### src/hw/rtl/csp_pkg.sv
package csp_pkg;

    // table geometry
    localparam int MAX_ALTS   = 16;
    localparam int RESULT_CAP = 16;
    localparam int IDX_W      = $clog2(MAX_ALTS);
    localparam int CNT_W      = $clog2(MAX_ALTS + 1);
    localparam int EMIT_CAP   = (MAX_ALTS < RESULT_CAP) ? MAX_ALTS : RESULT_CAP;

    // field widths
    localparam int CMD_W   = 2;
    localparam int LET_W   = 8;
    localparam int SCORE_W = 8;
    localparam int DELTA_W = 11;
    localparam int SLOT_W  = 4;
    localparam int VAL_W   = DELTA_W + 1;

    // score rule constants
    localparam int ABS_MARK    = 512;
    localparam int SCORE_CAP   = 254;
    localparam int FIRST_STEP  = 8;
    localparam int SCORE_FLOOR = 2;

    localparam logic signed [VAL_W-1:0] V_ABS_MARK   = VAL_W'(ABS_MARK);
    localparam logic signed [VAL_W-1:0] V_SCORE_CAP  = VAL_W'(SCORE_CAP);
    localparam logic signed [VAL_W-1:0] V_FIRST_STEP = VAL_W'(FIRST_STEP);
    localparam logic signed [VAL_W-1:0] V_FLOOR      = VAL_W'(SCORE_FLOOR);

    // input commands
    localparam logic [CMD_W-1:0] CMD_CLEAR   = 2'd0;
    localparam logic [CMD_W-1:0] CMD_APPEND  = 2'd1;
    localparam logic [CMD_W-1:0] CMD_PROMOTE = 2'd2;

    // datapath operations
    typedef logic [3:0] t_op;
    localparam t_op OP_IDLE     = 4'd0;
    localparam t_op OP_SRCH     = 4'd1;
    localparam t_op OP_UPD      = 4'd2;
    localparam t_op OP_INS      = 4'd3;
    localparam t_op OP_SORT_LD  = 4'd4;
    localparam t_op OP_SORT_CUR = 4'd5;
    localparam t_op OP_CMP      = 4'd6;
    localparam t_op OP_PUT      = 4'd7;
    localparam t_op OP_EMIT_LD  = 4'd8;
    localparam t_op OP_EMIT     = 4'd9;
    localparam t_op OP_EMPTY    = 4'd10;

    typedef struct packed {
        logic [LET_W-1:0]   letter;
        logic [LET_W-1:0]   cls;
        logic [SCORE_W-1:0] score;
    } t_entry;

    typedef struct packed {
        t_op  op;
        logic accept;
    } t_cmd;

    typedef struct packed {
        logic cnt_zero;
        logic srch_hit;
        logic scan_last;
        logic pos_last;
        logic delta_neg;
        logic cur_zero;
        logic emit_last;
    } t_stat;

endpackage

### src/hw/rtl/candidate_score_promoter_top.sv
// clear and append are taken while idle and never raise busy; command 3 is dropped
// promote: search, then update on a hit or insert on a miss, sort load, sort, emit load,
// emit of up to 16 entries; a miss with a negative delta skips the insert and the sort
// for a full table the sort loop dominates; an empty table goes straight to the empty beat
// one beat per cycle, the last one in the first cycle busy is low; receiver cannot stall
// i_rst_n is synchronous: clears the controller, entry count and strobe, table undefined
module candidate_score_promoter_top (
    input  logic                               i_clk,
    input  logic                               i_rst_n,
    input  logic                               start,
    output logic                               busy,
    input  logic [csp_pkg::CMD_W-1:0]          i_command,
    input  logic [csp_pkg::LET_W-1:0]          i_letter,
    input  logic [csp_pkg::LET_W-1:0]          i_letter_class,
    input  logic [csp_pkg::SCORE_W-1:0]        i_score,
    input  logic signed [csp_pkg::DELTA_W-1:0] i_delta,
    output logic                               o_strobe,
    output logic [csp_pkg::SLOT_W-1:0]         o_slot,
    output logic [csp_pkg::LET_W-1:0]          o_out_letter,
    output logic [csp_pkg::SCORE_W-1:0]        o_out_score,
    output logic                               o_table_empty,
    output logic                               o_last_entry
);
    import csp_pkg::*;

    // command and status between the sequencer and the table datapath
    t_cmd  cmd;
    t_stat stat;

    // sequencer: search, update or insert, selection sort, emit
    csp_ctrl u_ctrl (
        .i_clk     (i_clk),
        .i_rst_n   (i_rst_n),
        .i_start   (start),
        .i_command (i_command),
        .i_stat    (stat),
        .o_cmd     (cmd),
        .o_busy    (busy)
    );

    // table memory, score arithmetic and result register
    csp_dpath u_dpath (
        .i_clk          (i_clk),
        .i_rst_n        (i_rst_n),
        .i_cmd          (cmd),
        .i_command      (i_command),
        .i_letter       (i_letter),
        .i_letter_class (i_letter_class),
        .i_score        (i_score),
        .i_delta        (i_delta),
        .o_stat         (stat),
        .o_strobe       (o_strobe),
        .o_slot         (o_slot),
        .o_out_letter   (o_out_letter),
        .o_out_score    (o_out_score),
        .o_table_empty  (o_table_empty),
        .o_last_entry   (o_last_entry)
    );

endmodule

### src/hw/rtl/csp_ctrl.sv
module csp_ctrl (
    input  logic                      i_clk,
    input  logic                      i_rst_n,
    input  logic                      i_start,
    input  logic [csp_pkg::CMD_W-1:0] i_command,
    input  csp_pkg::t_stat            i_stat,
    output csp_pkg::t_cmd             o_cmd,
    output logic                      o_busy
);
    import csp_pkg::*;

    localparam logic [3:0] S_IDLE     = 4'd0;
    localparam logic [3:0] S_SRCH     = 4'd1;
    localparam logic [3:0] S_UPD      = 4'd2;
    localparam logic [3:0] S_INS      = 4'd3;
    localparam logic [3:0] S_SORT_LD  = 4'd4;
    localparam logic [3:0] S_SORT_CUR = 4'd5;
    localparam logic [3:0] S_CMP      = 4'd6;
    localparam logic [3:0] S_PUT      = 4'd7;
    localparam logic [3:0] S_EMIT_LD  = 4'd8;
    localparam logic [3:0] S_EMIT     = 4'd9;
    localparam logic [3:0] S_EMPTY    = 4'd10;

    logic [3:0] r_state;
    logic [3:0] n_state;
    logic       accept;

    assign accept = (r_state == S_IDLE) && i_start;
    assign o_busy = (r_state != S_IDLE);

    always_comb begin
        n_state = r_state;
        o_cmd.op = OP_IDLE;
        o_cmd.accept = accept;
        case (r_state)
            S_IDLE: begin
                o_cmd.op = OP_IDLE;
                if (accept && (i_command == CMD_PROMOTE)) begin
                    n_state = i_stat.cnt_zero ? S_EMPTY : S_SRCH;
                end
            end
            S_SRCH: begin
                o_cmd.op = OP_SRCH;
                if (i_stat.srch_hit) begin
                    n_state = S_UPD;
                end else if (i_stat.scan_last) begin
                    n_state = i_stat.delta_neg ? S_EMIT_LD : S_INS;
                end
            end
            S_UPD: begin
                o_cmd.op = OP_UPD;
                n_state = S_SORT_LD;
            end
            S_INS: begin
                o_cmd.op = OP_INS;
                n_state = S_SORT_LD;
            end
            S_SORT_LD: begin
                o_cmd.op = OP_SORT_LD;
                n_state = S_SORT_CUR;
            end
            S_SORT_CUR: begin
                o_cmd.op = OP_SORT_CUR;
                n_state = i_stat.pos_last ? S_PUT : S_CMP;
            end
            S_CMP: begin
                o_cmd.op = OP_CMP;
                if (i_stat.scan_last) begin
                    n_state = S_PUT;
                end
            end
            S_PUT: begin
                o_cmd.op = OP_PUT;
                if (i_stat.cur_zero || i_stat.pos_last) begin
                    n_state = S_EMIT_LD;
                end else begin
                    n_state = S_SORT_CUR;
                end
            end
            S_EMIT_LD: begin
                o_cmd.op = OP_EMIT_LD;
                n_state = i_stat.cnt_zero ? S_EMPTY : S_EMIT;
            end
            S_EMIT: begin
                o_cmd.op = OP_EMIT;
                if (i_stat.emit_last) begin
                    n_state = S_IDLE;
                end
            end
            S_EMPTY: begin
                o_cmd.op = OP_EMPTY;
                n_state = S_IDLE;
            end
            default: begin
                n_state = S_IDLE;
            end
        endcase
    end

    always_ff @(posedge i_clk) begin
        if (!i_rst_n) begin
            r_state <= S_IDLE;
        end else begin
            r_state <= n_state;
        end
    end

endmodule

### src/hw/rtl/csp_dpath.sv
module csp_dpath (
    input  logic                               i_clk,
    input  logic                               i_rst_n,
    input  csp_pkg::t_cmd                      i_cmd,
    input  logic [csp_pkg::CMD_W-1:0]          i_command,
    input  logic [csp_pkg::LET_W-1:0]          i_letter,
    input  logic [csp_pkg::LET_W-1:0]          i_letter_class,
    input  logic [csp_pkg::SCORE_W-1:0]        i_score,
    input  logic signed [csp_pkg::DELTA_W-1:0] i_delta,
    output csp_pkg::t_stat                     o_stat,
    output logic                               o_strobe,
    output logic [csp_pkg::SLOT_W-1:0]         o_slot,
    output logic [csp_pkg::LET_W-1:0]          o_out_letter,
    output logic [csp_pkg::SCORE_W-1:0]        o_out_score,
    output logic                               o_table_empty,
    output logic                               o_last_entry
);
    import csp_pkg::*;

    // entry table
    t_entry mem [MAX_ALTS];

    t_entry                     r_rd;
    t_entry                     r_hit;
    t_entry                     r_cur;
    logic [CNT_W-1:0]           r_count;
    logic [CNT_W-1:0]           r_j;
    logic [IDX_W-1:0]           r_i;
    logic [IDX_W-1:0]           r_hit_idx;
    logic [LET_W-1:0]           r_let;
    logic [LET_W-1:0]           r_cls;
    logic signed [DELTA_W-1:0]  r_delta;
    logic [SCORE_W-1:0]         r_score0;

    logic                       r_strobe;
    logic [SLOT_W-1:0]          r_slot;
    logic [LET_W-1:0]           r_oletter;
    logic [SCORE_W-1:0]         r_oscore;
    logic                       r_oempty;
    logic                       r_olast;

    logic                       we;
    logic [IDX_W-1:0]           waddr;
    t_entry                     wdata;
    logic [IDX_W-1:0]           raddr;

    logic [CNT_W-1:0]           j_next;
    logic [CNT_W-1:0]           i_next;
    logic [IDX_W-1:0]           i_inc;
    logic                       count_full;
    logic                       greater;

    logic                       is_upd;
    logic                       d_pos;
    logic                       d_abs;
    logic signed [VAL_W-1:0]    delta_x;
    logic signed [VAL_W-1:0]    floor_abs;
    logic signed [VAL_W-1:0]    base_own;
    logic signed [VAL_W-1:0]    score0_x;
    logic signed [VAL_W-1:0]    hit_x;
    logic signed [VAL_W-1:0]    step;
    logic signed [VAL_W-1:0]    raise_v;
    logic signed [VAL_W-1:0]    raise_c;
    logic signed [VAL_W-1:0]    lower_v;
    logic signed [VAL_W-1:0]    lower_c;
    logic [SCORE_W-1:0]         new_score;

    assign j_next     = r_j + 1'b1;
    assign i_next     = CNT_W'(r_i) + 1'b1;
    assign i_inc      = r_i + 1'b1;
    assign count_full = (r_count == CNT_W'(MAX_ALTS));
    assign greater    = (r_rd.score > r_cur.score);

    // score update
    assign is_upd    = (i_cmd.op == OP_UPD);
    assign delta_x   = VAL_W'(r_delta);
    assign d_pos     = (delta_x > 0);
    assign d_abs     = (delta_x > V_ABS_MARK);
    assign floor_abs = delta_x - V_ABS_MARK;
    assign score0_x  = VAL_W'(r_score0);
    assign hit_x     = VAL_W'(r_hit.score);
    assign base_own  = is_upd ? hit_x : score0_x;
    assign step      = (is_upd && (r_hit_idx == '0)) ? V_FIRST_STEP : delta_x;
    assign raise_v   = d_abs ? ((base_own < floor_abs) ? floor_abs : base_own)
                             : (score0_x + step);
    assign raise_c   = (raise_v > V_SCORE_CAP) ? V_SCORE_CAP : raise_v;
    assign lower_v   = hit_x + delta_x;
    assign lower_c   = (lower_v <= V_FLOOR) ? V_FLOOR : lower_v;
    assign new_score = (is_upd && !d_pos) ? lower_c[SCORE_W-1:0] : raise_c[SCORE_W-1:0];

    // table write and read address
    always_comb begin
        we    = 1'b0;
        waddr = '0;
        wdata = r_cur;
        raddr = '0;
        case (i_cmd.op)
            OP_IDLE: begin
                if (i_cmd.accept && (i_command == CMD_APPEND) && !count_full) begin
                    we    = 1'b1;
                    waddr = r_count[IDX_W-1:0];
                    wdata = '{letter: i_letter, cls: i_letter_class, score: i_score};
                end
            end
            OP_SRCH: begin
                raddr = j_next[IDX_W-1:0];
            end
            OP_UPD: begin
                we    = 1'b1;
                waddr = r_hit_idx;
                wdata = '{letter: r_hit.letter, cls: r_hit.cls, score: new_score};
            end
            OP_INS: begin
                we    = 1'b1;
                waddr = count_full ? IDX_W'(MAX_ALTS - 1) : r_count[IDX_W-1:0];
                wdata = '{letter: r_let, cls: r_cls, score: new_score};
            end
            OP_SORT_LD: begin
                raddr = r_i;
            end
            OP_SORT_CUR: begin
                raddr = i_inc;
            end
            OP_CMP: begin
                we    = greater;
                waddr = r_j[IDX_W-1:0];
                raddr = j_next[IDX_W-1:0];
            end
            OP_PUT: begin
                we    = 1'b1;
                waddr = r_i;
                raddr = i_inc;
            end
            OP_EMIT: begin
                raddr = j_next[IDX_W-1:0];
            end
            default: begin
                raddr = '0;
            end
        endcase
    end

    always_ff @(posedge i_clk) begin
        if (we) begin
            mem[waddr] <= wdata;
        end
        r_rd <= mem[raddr];
    end

    // working registers
    always_ff @(posedge i_clk) begin
        case (i_cmd.op)
            OP_IDLE: begin
                if (i_cmd.accept) begin
                    r_let   <= i_letter;
                    r_cls   <= i_letter_class;
                    r_delta <= i_delta;
                    r_j     <= '0;
                end
            end
            OP_SRCH: begin
                if (r_j == '0) begin
                    r_score0 <= r_rd.score;
                end
                r_hit     <= r_rd;
                r_hit_idx <= r_j[IDX_W-1:0];
                r_j       <= j_next;
            end
            OP_UPD, OP_INS: begin
                r_i <= '0;
            end
            OP_SORT_CUR: begin
                r_cur <= r_rd;
                r_j   <= i_next;
            end
            OP_CMP: begin
                if (greater) begin
                    r_cur <= r_rd;
                end
                r_j <= j_next;
            end
            OP_PUT: begin
                r_i <= i_inc;
            end
            OP_EMIT_LD: begin
                r_j <= '0;
            end
            OP_EMIT: begin
                r_j <= j_next;
            end
            default: begin
                r_j <= r_j;
            end
        endcase
    end

    // entry count
    always_ff @(posedge i_clk) begin
        if (!i_rst_n) begin
            r_count <= '0;
        end else begin
            case (i_cmd.op)
                OP_IDLE: begin
                    if (i_cmd.accept && (i_command == CMD_CLEAR)) begin
                        r_count <= '0;
                    end else if (i_cmd.accept && (i_command == CMD_APPEND) && !count_full) begin
                        r_count <= r_count + 1'b1;
                    end
                end
                OP_INS: begin
                    if (!count_full) begin
                        r_count <= r_count + 1'b1;
                    end
                end
                OP_PUT: begin
                    // zero scores sink to the end: drop them all
                    if (r_cur.score == '0) begin
                        r_count <= CNT_W'(r_i);
                    end
                end
                default: begin
                    r_count <= r_count;
                end
            endcase
        end
    end

    // result register
    always_ff @(posedge i_clk) begin
        if (!i_rst_n) begin
            r_strobe <= 1'b0;
        end else begin
            r_strobe <= (i_cmd.op == OP_EMIT) || (i_cmd.op == OP_EMPTY);
        end
    end

    always_ff @(posedge i_clk) begin
        if (i_cmd.op == OP_EMPTY) begin
            r_slot    <= '0;
            r_oletter <= '0;
            r_oscore  <= '0;
            r_oempty  <= 1'b1;
            r_olast   <= 1'b1;
        end else begin
            r_slot    <= SLOT_W'(r_j);
            r_oletter <= r_rd.letter;
            r_oscore  <= r_rd.score;
            r_oempty  <= 1'b0;
            r_olast   <= o_stat.emit_last;
        end
    end

    assign o_strobe      = r_strobe;
    assign o_slot        = r_slot;
    assign o_out_letter  = r_oletter;
    assign o_out_score   = r_oscore;
    assign o_table_empty = r_oempty;
    assign o_last_entry  = r_olast;

    assign o_stat.cnt_zero  = (r_count == '0);
    assign o_stat.srch_hit  = (r_rd.cls == r_cls);
    assign o_stat.scan_last = (j_next == r_count);
    assign o_stat.pos_last  = (i_next == r_count);
    assign o_stat.delta_neg = r_delta[DELTA_W-1];
    assign o_stat.cur_zero  = (r_cur.score == '0);
    assign o_stat.emit_last = (j_next == r_count) || (j_next == CNT_W'(EMIT_CAP));

endmodule
### config.mk
export PLATFORM = sky130hd
export DESIGN_NAME = candidate_score_promoter_top
export DESIGN_NICKNAME = d
export VERILOG_FILES = /design/src/hw/rtl/csp_pkg.sv /design/src/hw/rtl/candidate_score_promoter_top.sv /design/src/hw/rtl/csp_ctrl.sv /design/src/hw/rtl/csp_dpath.sv
export SDC_FILE = /design/constraint.sdc
export NUM_CORES = 1
export LEC_CHECK = 0
export BUFFER_PORTS_ARGS = -buffer_cell sky130_fd_sc_hd__buf_2
export CAP_MARGIN = 5
export CORE_AREA = 2 2 210 212
export CTS_CLUSTER_DIAMETER = 40
export DETAILED_ROUTE_END_ITERATION = 12
export DIE_AREA = 0 0 212 214
export GPL_TIMING_DRIVEN = 0
export PLACE_DENSITY = 0.73
export SYNTH_ARGS = -nofsm -noshare
export SYNTH_HDL_FRONTEND = slang
export SYNTH_SLANG_ARGS = --single-unit
### constraint.sdc
create_clock -name i_clk -period 5.6 [get_ports i_clk]
set_input_delay 0.28 -clock i_clk [delete_from_list [all_inputs] [get_ports i_clk]]
set_output_delay 0.28 -clock i_clk [all_outputs]
set_load 0.05 [all_outputs]
==> results.py, run 1 <==
metrics = {
    "outcome": {
        "status": "finished, final reports clean",
    },
    "timing": {
        "fin_crit_sh": 0.937,
        "slew_headroom": 0.167,
        "rsz0062_at_grt": "no",
        "tightest_slew_ns": 1.25,
        "hold_violations": 0,
        "period_needed_ns": 5.25,
        "final-setup-viol-count": 0,
        "clock_skew_ns": 0.0332,
        "final.setup.tns_ns": 0,
        "slew_viol_final": 0,
        "fmax_mhz": 191,
        "whs_ns": 0.105,
    },
    "job": {
        "cap_violations": 0,
    },
    "synth": {
        "syn_avg_cell_area_um2": 15.0,
        "synth.area.top_cells": "edfxtp_1, mux2i_1, dfxtp_1, ha_1, nand3_1",
        "yosys.area.top_type": "edfxtp_1",
        "synth_seq_cells": 536,
        "synth_top_area_frac": 0.617,
        "synthTopCellsByCount": "edfxtp_1, mux2i_1, nor2_1",
        "synth_nets": 1644,
        "syn_inst": 1561,
        "synth-seq-area-share": 0.665,
        "synth.distinct_cells": 77,
        "synth.most_common_cell": "edfxtp_1",
        "ys.flop_type": "edfxtp_1",
        "yosys_warnings": 0,
        "netlist_area_um2": 23400,
        "synth-edff-count": 480,
        "async_flop_share": 0,
    },
    "worst_setup_path": {
        "r2r-end": "u_dpath.mem[1][5]",
        "cp.required_ns": 5.81,
        "r2r.worst_path.cells": 17,
        "r2r_slack_ns": 0.35,
        "critPathKind": "flip-flop to flip-flop",
        "rr_startpoint": "u_ctrl.r_state[2]",
        "cp-start-kind": "flip-flop",
        "cp_max_fo": 16,
        "arrival_ns": 5.46,
        "crit_path_end_kind": "flip-flop",
    },
    "finish": {
        "multi_input_area_um2": 7520,
        "area_growth_pct": 18.6,
        "post-route-util": 0.646,
        "nFillCells": 3080,
        "layout.nets": 1831,
        "drive_above_1_share": 0.154,
        "register_area_um2": 15500,
        "num_antenna_cells": 0,
        "design_area_um2": 27700,
    },
    "drt": {
        "wl_per_cell_um": 24.6,
        "ant_nets": 0,
        "viasPerCell": 5.93,
        "dr.pass1.iters": 5,
        "drc": 0,
        "initialDrtViolationCount": 1342,
        "vias": 14200,
        "wl_um": 58700,
    },
    "floorplanning": {
        "initial_core_util": 0.545,
        "ioPinCount": 64,
        "dieArea_um2": 45400,
        "rows": 76,
        "die_w_um": 212,
        "chipHeight_um": 214,
        "fp.coreArea_um2": 42900,
    },
    "global_route": {
        "grt_max_degree": 29,
        "grt_pass1_vias": 14400,
        "grt_pass1_wl_um": 87300,
        "grt_remaining_overflow": 0,
        "grt_usage": 0.262,
        "antenna_found_initial": 0,
    },
    "placement": {
        "gp_congestion": 0.917,
        "io_buffers": 62,
        "post_dp_cell_area_um2": 25000,
        "post-dp-hpwl_um": 39000,
    },
    "power": {
        "p_per_area_nw_per_um2": 561,
        "p_total_mw": 15.5,
        "vdd.ir_drop.worst_uv": 326,
        "leakagePower_nw": 9.95,
    },
    "clock_network": {
        "cts_num_sinks": 536,
        "cts_buffer_depth": 3,
        "clk_pin_slew_ns": 0.06,
        "post_cts_buffers": 0,
        "htreeDepth": 3,
        "worstSkewPairLatency_ns": 0.60,
        "cts_root_buffer": "clkbuf_16",
        "cts_tree": "yes",
        "cts_buffers": 73,
    },
    "hold_path": {
        "hold_depth": 2,
        "hold_path_end": "u_ctrl.r_state[0]",
        "hold_class": "input port to flip-flop",
        "hold_start": "i_rst_n",
    },
}
-- per-layer routing --
layer | GRT usage | share of wire
met1 | 0.350 | 0.42
met2 | 0.424 | 0.48
met3 | 0.0510 | 0.069
met4 | 0.102 | 0.034
met5 | 0 | 0
-- per-stage QoR --
stage                     std cells  setup WS [ns]
after global routing           2387         0.0254
after CTS                      2387        0.00535
after detailed placement       2232         -0.597
after global placement         2208          -2.12
final                          2387          0.353
after floorplan                1561          0.401
-- cell usage in the layout (no fill, tap or decap), types with 8 or more instances in the layout --
master           n
buf_1           12
clkinvlp_4      10
buf_2           85
inv_1           39
mux2i_1        374
nor2b_1         25
nand2b_1        16
dlygate4sd3_1   27
o21ai_0         28
nand2_1         52
edfxtp_1       480
clkbuf_16       75
a22oi_1         24
nor4_1           8
buf_16           8
nor3_1           8
nand3_1         52
a21oi_1         37
nor2_4          14
xor2_1           9
clkbuf_1        47
nor2_1          49
xnor2_1         24
dfxtp_1         56
ha_1            41
-- registers in the layout (all words and copies together) (netlist names) --
name / count
u_dpath.r_j: 5
u_dpath.r_score0: 8
u_dpath.r_delta: 11
u_dpath.r_hit_idx: 4
u_ctrl.r_state: 4
u_dpath.r_cls: 8
u_dpath.r_let: 8
u_dpath.o_last_entry: 1
u_dpath.r_i: 4
u_dpath.o_slot: 4
u_dpath.r_count: 5
u_dpath.o_strobe: 1
u_dpath.o_table_empty: 1
u_dpath.hit_x: 8
u_dpath.mem: 384
u_dpath.r_hit: 16
u_dpath.o_out_score: 8
u_dpath.r_cur: 24
u_dpath.r_rd: 24
u_dpath.o_out_letter: 8
-- where the power goes --
| part | internal (mW) | total [mW] | switching, mW |
|---|---|---|---|
| clock | 2.78 | 4.55 | 1.77 |
| combinational | 1.85 | 5.22 | 3.37 |
| sequential | 5.43 | 5.75 | 0.321 |
| total | 10.1 | 15.5 | 5.46 |
-- critical path: stages, from the launching register on --
cell	delay, ns
dfxtp_1	0.44
nor4b_4	0.42
buf_4	0.27
mux2_2	0.36
ha_1	0.26
a21boi_0	0.12
o21a_1	0.19
o21a_1	0.18
o21a_1	0.16
o21ai_0	0.21
a21oi_1	0.11
ha_1	0.40
clkbuf_4	0.24
nor2_1	0.14
nor2_1	0.05
a311o_1	0.41
or2_2	0.35
o2111ai_1	0.55
-- how the worst max path moves through the flow --
stage,from,endpoint,cells after the start
final,u_ctrl.r_state[2],u_dpath.mem[1][5],17
after floorplan,u_ctrl.r_state[2],u_dpath.mem[0][6],19
after CTS,u_ctrl.r_state[2],u_dpath.mem[9][0],20
after global placement,u_ctrl.r_state[1],u_dpath.mem[10][11],8
after detailed placement,u_ctrl.r_state[2],u_dpath.mem[1][5],14
after global routing,u_ctrl.r_state[2],u_dpath.mem[8][0],19
-- area by class of cell --
type,instances,area share
sequential,536,0.561
multi-input combinational,907,0.272
inverter,40,0.00542
buffer,76,0.0120
tap,585,0.0264
clock buffer,86,0.0696
clock inverter,43,0.0174
timing repair buffer,114,0.0366
-- what timing repair did --
item                                    in CTS  in global routing
hold buffers                                27                  0
endpoints found under the hold margin       27                  0
pin swaps                                    0                  1
endpoints found under the setup margin     128                 48
cloned                                       0                  0
resized for setup                            3                  6
-- cells by family after synthesis --
family                   share of synthesized area
AO/OA/AOI/OAI                               0.0520
XOR/XNOR                                    0.0144
adder cells (fa/ha/maj)                     0.0237
buffers and inverters                       0.0206
flip-flops                                   0.665
multiplexers                                 0.164
AND/OR/NAND/NOR                             0.0604
No activity file was read; power rests on OpenSTA's default activity.
==> run 2, diff against run 1 <==
--- a/config.mk
+++ b/config.mk
@@ -7,12 +7,12 @@
 export LEC_CHECK = 0
 export BUFFER_PORTS_ARGS = -buffer_cell sky130_fd_sc_hd__buf_2
 export CAP_MARGIN = 5
-export CORE_AREA = 2 2 210 212
+export CORE_AREA = 2 2 231 233
 export CTS_CLUSTER_DIAMETER = 40
 export DETAILED_ROUTE_END_ITERATION = 12
-export DIE_AREA = 0 0 212 214
+export DIE_AREA = 0 0 233 235
 export GPL_TIMING_DRIVEN = 0
-export PLACE_DENSITY = 0.73
+export PLACE_DENSITY = 0.62
 export SYNTH_ARGS = -nofsm -noshare
 export SYNTH_HDL_FRONTEND = slang
 export SYNTH_SLANG_ARGS = --single-unit
==> results.py, run 2 (synthesized netlist as in run 1, its figures left out) <==
metrics = {
    "timing": {
        "fmax_mhz": 186,
        "tightest_slew_ns": 1.14,
        "slew_headroom": 0.237,
        "slew_viol_final": 0,
        "hold_violations": 0,
        "fin_crit_sh": 0.960,
        "period_needed_ns": 5.37,
        "rsz0062_at_grt": "no",
        "clock_skew_ns": 0.0306,
        "final-setup-viol-count": 0,
        "whs_ns": 0.126,
    },
    "finish": {
        "layout.nets": 1842,
        "design_area_um2": 28200,
        "area_growth_pct": 20.8,
        "top_regs": "u_dpath.mem (384), u_dpath.r_cur (24), u_dpath.r_rd (24)",
        "largest_reg_flops": 384,
        "mostFrequentLayoutCells": "edfxtp_1, mux2i_1, buf_2",
        "final_cells": 2511,
        "num_antenna_cells": 0,
        "final_common_cell": "edfxtp_1",
        "regMostFlops": "u_dpath.mem",
        "drive_above_1_share": 0.164,
        "nFillCells": 4176,
    },
    "hold_path": {
        "hold_class": "input port to flip-flop",
        "hold_start": "i_rst_n",
        "hold_depth": 2,
        "hold_path_end": "u_ctrl.r_state[2]",
    },
    "worst_setup_path": {
        "critPathBufInv": 3,
        "cp-start-kind": "flip-flop",
        "critical_path.top_delay_family": "compound AO/OA/AOI/OAI gates",
        "path_cells": "clkbuf_1 -> nor4b_4 -> buf_4 -> mux2_2 -> ha_1 -> a21boi_0 -> o21a_1 -> o21a_1 -> o21a_1 -> o21ai_0 -> a21oi_1 -> ha_1 -> clkbuf_2 -> nor2_1 -> a211oi_1 -> a21oi_1 -> nor4_2 -> nand3b_1 -> o311a_1 -> a311o_2",
        "r2r_slack_ns": 0.23,
        "r2r-end": "u_dpath.mem[3][0]",
        "cp.required_ns": 5.90,
        "critPathKind": "flip-flop to flip-flop",
        "rr_startpoint": "u_ctrl.r_state[2]",
        "critical-path-max-stage-delay_ns": 0.51,
        "cpMaxStageDelayCell": "a311o_2",
        "arrival_ns": 5.68,
        "cpMostUsedCell": "o21a_1",
        "cp_max_fo": 16,
        "crit_path_end_kind": "flip-flop",
        "r2r.worst_path.cells": 20,
    },
    "global_route": {
        "grt_usage": 0.224,
        "grt_max_degree": 19,
        "grt_pass1_wl_um": 90500,
        "grt_pass1_vias": 14300,
        "grt_remaining_overflow": 0,
        "antenna_found_initial": 0,
    },
    "clock_network": {
        "cts_buffer_depth": 3,
        "worstSkewPairLatency_ns": 0.63,
        "post_cts_buffers": 0,
        "clk_pin_slew_ns": 0.06,
        "htreeDepth": 3,
        "cts_root_buffer": "clkbuf_16",
        "cts_num_sinks": 536,
        "cts_buffers": 77,
        "cts_tree": "yes",
    },
    "power": {
        "vdd.ir_drop.worst_uv": 386,
        "leakagePower_nw": 10.1,
        "p_per_area_nw_per_um2": 564,
        "p_total_mw": 15.9,
    },
    "outcome": {
        "status": "finished, final reports clean",
    },
    "floorplanning": {
        "fp.coreArea_um2": 52200,
        "die_w_um": 233,
        "dieArea_um2": 54800,
        "rows": 84,
        "initial_core_util": 0.447,
        "ioPinCount": 64,
        "chipHeight_um": 235,
    },
    "drt": {
        "dr.pass1.iters": 5,
        "vias": 14000,
        "drc": 0,
        "ant_nets": 0,
        "wl_per_cell_um": 24.1,
        "wl_um": 60500,
        "initialDrtViolationCount": 1190,
        "viasPerCell": 5.59,
    },
    "placement": {
        "io_buffers": 62,
        "post-dp-hpwl_um": 41600,
        "post_dp_cell_area_um2": 25200,
        "dp.cells": 2339,
        "gp_congestion": 0.900,
    },
    "job": {
        "cap_violations": 0,
    },
}
run 2: changes by cell type in the layout (fill, tap and decap cells not counted), moves of 3 or more:
cell	delta
inv_6	+12
clkbuf_16	+4
buf_16	+4
inv_8	-3
clkinvlp_4	-6
run 2: what timing repair did:
| item | in CTS | in global routing |
|---|---|---|
| endpoints found under the hold margin | 27 | 0 |
| resized for setup | 6 | 3 |
| cloned | 0 | 0 |
| hold buffers | 27 | 0 |
| endpoints found under the setup margin | 128 | 32 |
run 2: per-layer routing:
metal,share of wire,vias up,GRT usage
met5,0,-,0
met4,0.026,0,0.0666
met3,0.057,105,0.0402
met2,0.48,463,0.364
met1,0.44,7034,0.308
li1,-,6439,-
run 2: final cells by class:
class                   instances  area [um2]  share of cell area
inverters                      40         150             0.00532
well taps                     688         861              0.0305
clock buffers                  90        2050              0.0726
plain buffers                  78         344              0.0122
clock inverters                53         602              0.0213
multi-input cells             907        7530               0.267
repair buffers                119        1140              0.0404
flip-flops and latches        536       15500               0.551
run 2: worst max-delay path by stage:
| stage | from | to | slack [ns] | cells after the start |
|---|---|---|---|---|
| detailed placement | u_ctrl.r_state[2] | u_dpath.mem[1][3] | -0.79 | 14 |
| global route | u_ctrl.r_state[2] | u_dpath.mem[4][0] | 0.009 | 20 |
| finish | u_ctrl.r_state[2] | u_dpath.mem[3][0] | 0.23 | 20 |
| global placement | u_ctrl.r_state[2] | u_dpath.mem[1][6] | -2.22 | 15 |
| CTS | u_ctrl.r_state[2] | u_dpath.mem[0][4] | -0.006 | 14 |
| floorplan | u_ctrl.r_state[2] | u_dpath.mem[0][6] | 0.40 | 19 |
run 2: stage by stage:
step | setup slack (ns) | setup TNS [ns] | utilization
detailed placement | -0.787 | -68.17 | 0.483
finish | 0.225 | 0 | 0.540
floorplan | 0.401 | 0 | -
global placement | -2.22 | -344.76 | 0.470
CTS | -0.00581 | -0.0816 | 0.539
global route | 0.00886 | 0 | 0.540
run 2: worst reg2reg max path: cells and delay by family, from the launching register on:
family                   cells  cell delay, ns
AO/OA/AOI/OAI               10            2.16
buffers and inverters        3            0.80
AND/OR/NAND/NOR              4            0.75
adder cells (fa/ha/maj)      2            0.71
multiplexers                 1            0.37
flip-flops                   1            0.29
run 2: power breakdown:
part	internal [mW]	switching [mW]
logic	1.88	3.41
registers	5.43	0.311
clock network	2.98	1.89
total	10.3	5.61
==> run 3, diff against run 2 <==
--- a/config.mk
+++ b/config.mk
@@ -5,7 +5,7 @@
 export SDC_FILE = /design/constraint.sdc
 export NUM_CORES = 1
 export LEC_CHECK = 0
-export BUFFER_PORTS_ARGS = -buffer_cell sky130_fd_sc_hd__buf_2
+export BUFFER_PORTS_ARGS = -buffer_cell sky130_fd_sc_hd__buf_4
 export CAP_MARGIN = 5
 export CORE_AREA = 2 2 231 233
 export CTS_CLUSTER_DIAMETER = 40
==> results.py, run 3 (synthesized netlist as in run 1, its figures left out) <==
metrics = {
    "timing": {
        "hold_violations": 0,
        "fmax_mhz": 180,
        "fin_crit_sh": 0.991,
        "final-setup-viol-count": 0,
        "slew_headroom": 0.132,
        "final.setup.tns_ns": 0,
        "tightest_slew_ns": 1.30,
        "period_needed_ns": 5.55,
        "clock_skew_ns": 0.0281,
        "slew_viol_final": 0,
        "rsz0062_at_grt": "yes",
        "fin_ws_ns": 0.0510,
    },
    "global_route": {
        "grt_pass1_vias": 14100,
        "grt_remaining_overflow": 0,
        "grt_usage": 0.222,
        "grt_pass1_wl_um": 89300,
        "antenna_found_initial": 0,
        "grt_max_degree": 19,
    },
    "power": {
        "p_total_mw": 16.2,
        "p_per_area_nw_per_um2": 567,
        "vdd.ir_drop.worst_uv": 359,
        "leakagePower_nw": 10.3,
    },
    "drt": {
        "ant_nets": 0,
        "vias": 13900,
        "drc": 0,
        "wl_um": 60200,
        "wl_per_cell_um": 23.9,
        "initialDrtViolationCount": 1001,
        "viasPerCell": 5.54,
        "dr.pass1.iters": 5,
    },
    "clock_network": {
        "cts_buffers": 80,
        "cts_root_buffer": "clkbuf_16",
        "clk_pin_slew_ns": 0.05,
        "post_cts_buffers": 0,
        "cts_tree": "yes",
        "cts_buffer_depth": 3,
        "cts_num_sinks": 536,
        "htreeDepth": 3,
        "worstSkewPairLatency_ns": 0.62,
    },
    "placement": {
        "io_buffers": 62,
        "gp_congestion": 0.892,
        "post-dp-hpwl_um": 41500,
        "post_dp_cell_area_um2": 25400,
        "dp_slack_ns": -0.653,
    },
    "finish": {
        "register_area_um2": 15500,
        "num_antenna_cells": 0,
        "post-route-util": 0.546,
        "regMostFlops": "u_dpath.mem",
        "largest_reg_flops": 384,
        "area_growth_pct": 22.1,
        "nFillCells": 4198,
        "top_regs": "u_dpath.mem (384), u_dpath.r_cur (24), u_dpath.r_rd (24)",
        "layout.nets": 1844,
        "design_area_um2": 28500,
        "drive_above_1_share": 0.167,
        "final_common_cell": "edfxtp_1",
        "multi_input_area_um2": 7520,
        "mostFrequentLayoutCells": "edfxtp_1, mux2i_1, clkbuf_16",
    },
    "job": {
        "cap_violations": 0,
    },
    "floorplanning": {
        "fp.coreArea_um2": 52200,
        "initial_core_util": 0.447,
        "rows": 84,
        "chipHeight_um": 235,
        "ioPinCount": 64,
        "die_w_um": 233,
        "dieArea_um2": 54800,
    },
    "hold_path": {
        "hold_class": "input port to flip-flop",
        "hold_depth": 2,
    },
    "outcome": {
        "status": "finished, final reports clean",
    },
    "worst_setup_path": {
        "critPathKind": "flip-flop to flip-flop",
        "r2r.worst_path.cells": 14,
        "arrival_ns": 5.78,
        "cp_max_fo": 16,
        "cp.required_ns": 5.83,
        "crit_path_end_kind": "flip-flop",
        "cp-start-kind": "flip-flop",
    },
}
## run 3: changes by cell type in the layout (fill, tap and decap cells not counted), moves of 2 or more
cell / delta
buf_2: -61
buf_4: +59
inv_6: -7
clkinv_2: +6
clkbuf_16: +4
clkinv_4: +4
bufinv_16: +3
buf_12: -2
buf_16: +2
clkinv_1: -2
inv_4: -2
inv_8: +2
## run 3: routing by layer
metal  vias to the layer above  track usage  wire length (um)
met2                       403        0.355             28300
met3                       111       0.0399              3290
met5                         -            0                 0
met4                         0       0.0780              1880
li1                       6435            -                 -
met1                      6987        0.303             26700
## run 3: area by class of cell
class | instances | area share
clock inverter | 57 | 0.0238
inverter | 40 | 0.00526
buffer | 78 | 0.0121
tap | 688 | 0.0302
sequential | 536 | 0.545
timing repair buffer | 118 | 0.0457
clock buffer | 92 | 0.0747
multi-input combinational | 907 | 0.264
## run 3: stage by stage
step	hold WS [ns]	cells
floorplan	0.379	1561
detailed placement	0.437	2340
global placement	0.437	2311
CTS	0.118	2516
global route	0.140	2516
finish	0.137	2516
## run 3: path summary, 6_finish.rpt
check                          from                end  slack (ns)
hold / removal              i_rst_n  u_ctrl.r_state[2]        0.14
setup / recovery  u_ctrl.r_state[2]  u_dpath.mem[9][4]        0.05
setup reg to reg  u_ctrl.r_state[2]  u_dpath.mem[9][4]        0.05
hold reg to reg    u_dpath.r_rd[22]  u_dpath.r_hit[22]        0.46
## run 3: report_power, final
part,internal [mW],switching (mW)
logic,1.92,3.37
clock network,3.21,1.90
registers,5.43,0.326
## run 3: repair_timing
item                                    CTS  global route
endpoints found under the setup margin  128            64
pin swaps                                 0             0
endpoints found under the hold margin    27             0
hold buffers                             27             0
gates resized for setup                   5             4
## run 3: critical path: stages (launching register included)
cell and delay (ns):
dfxtp_1 0.29, clkbuf_1 0.25, nor4b_4 0.33, clkbuf_4 0.30
clkbuf_2 0.40, clkdlybuf4s15_2 0.58, a21oi_1 0.14, ha_1 0.38
o21ai_0 0.16, nor4_1 0.46, o31a_1 0.27, mux2_2 0.36
a311o_1 0.39, or2_2 0.34, o2111ai_1 0.51
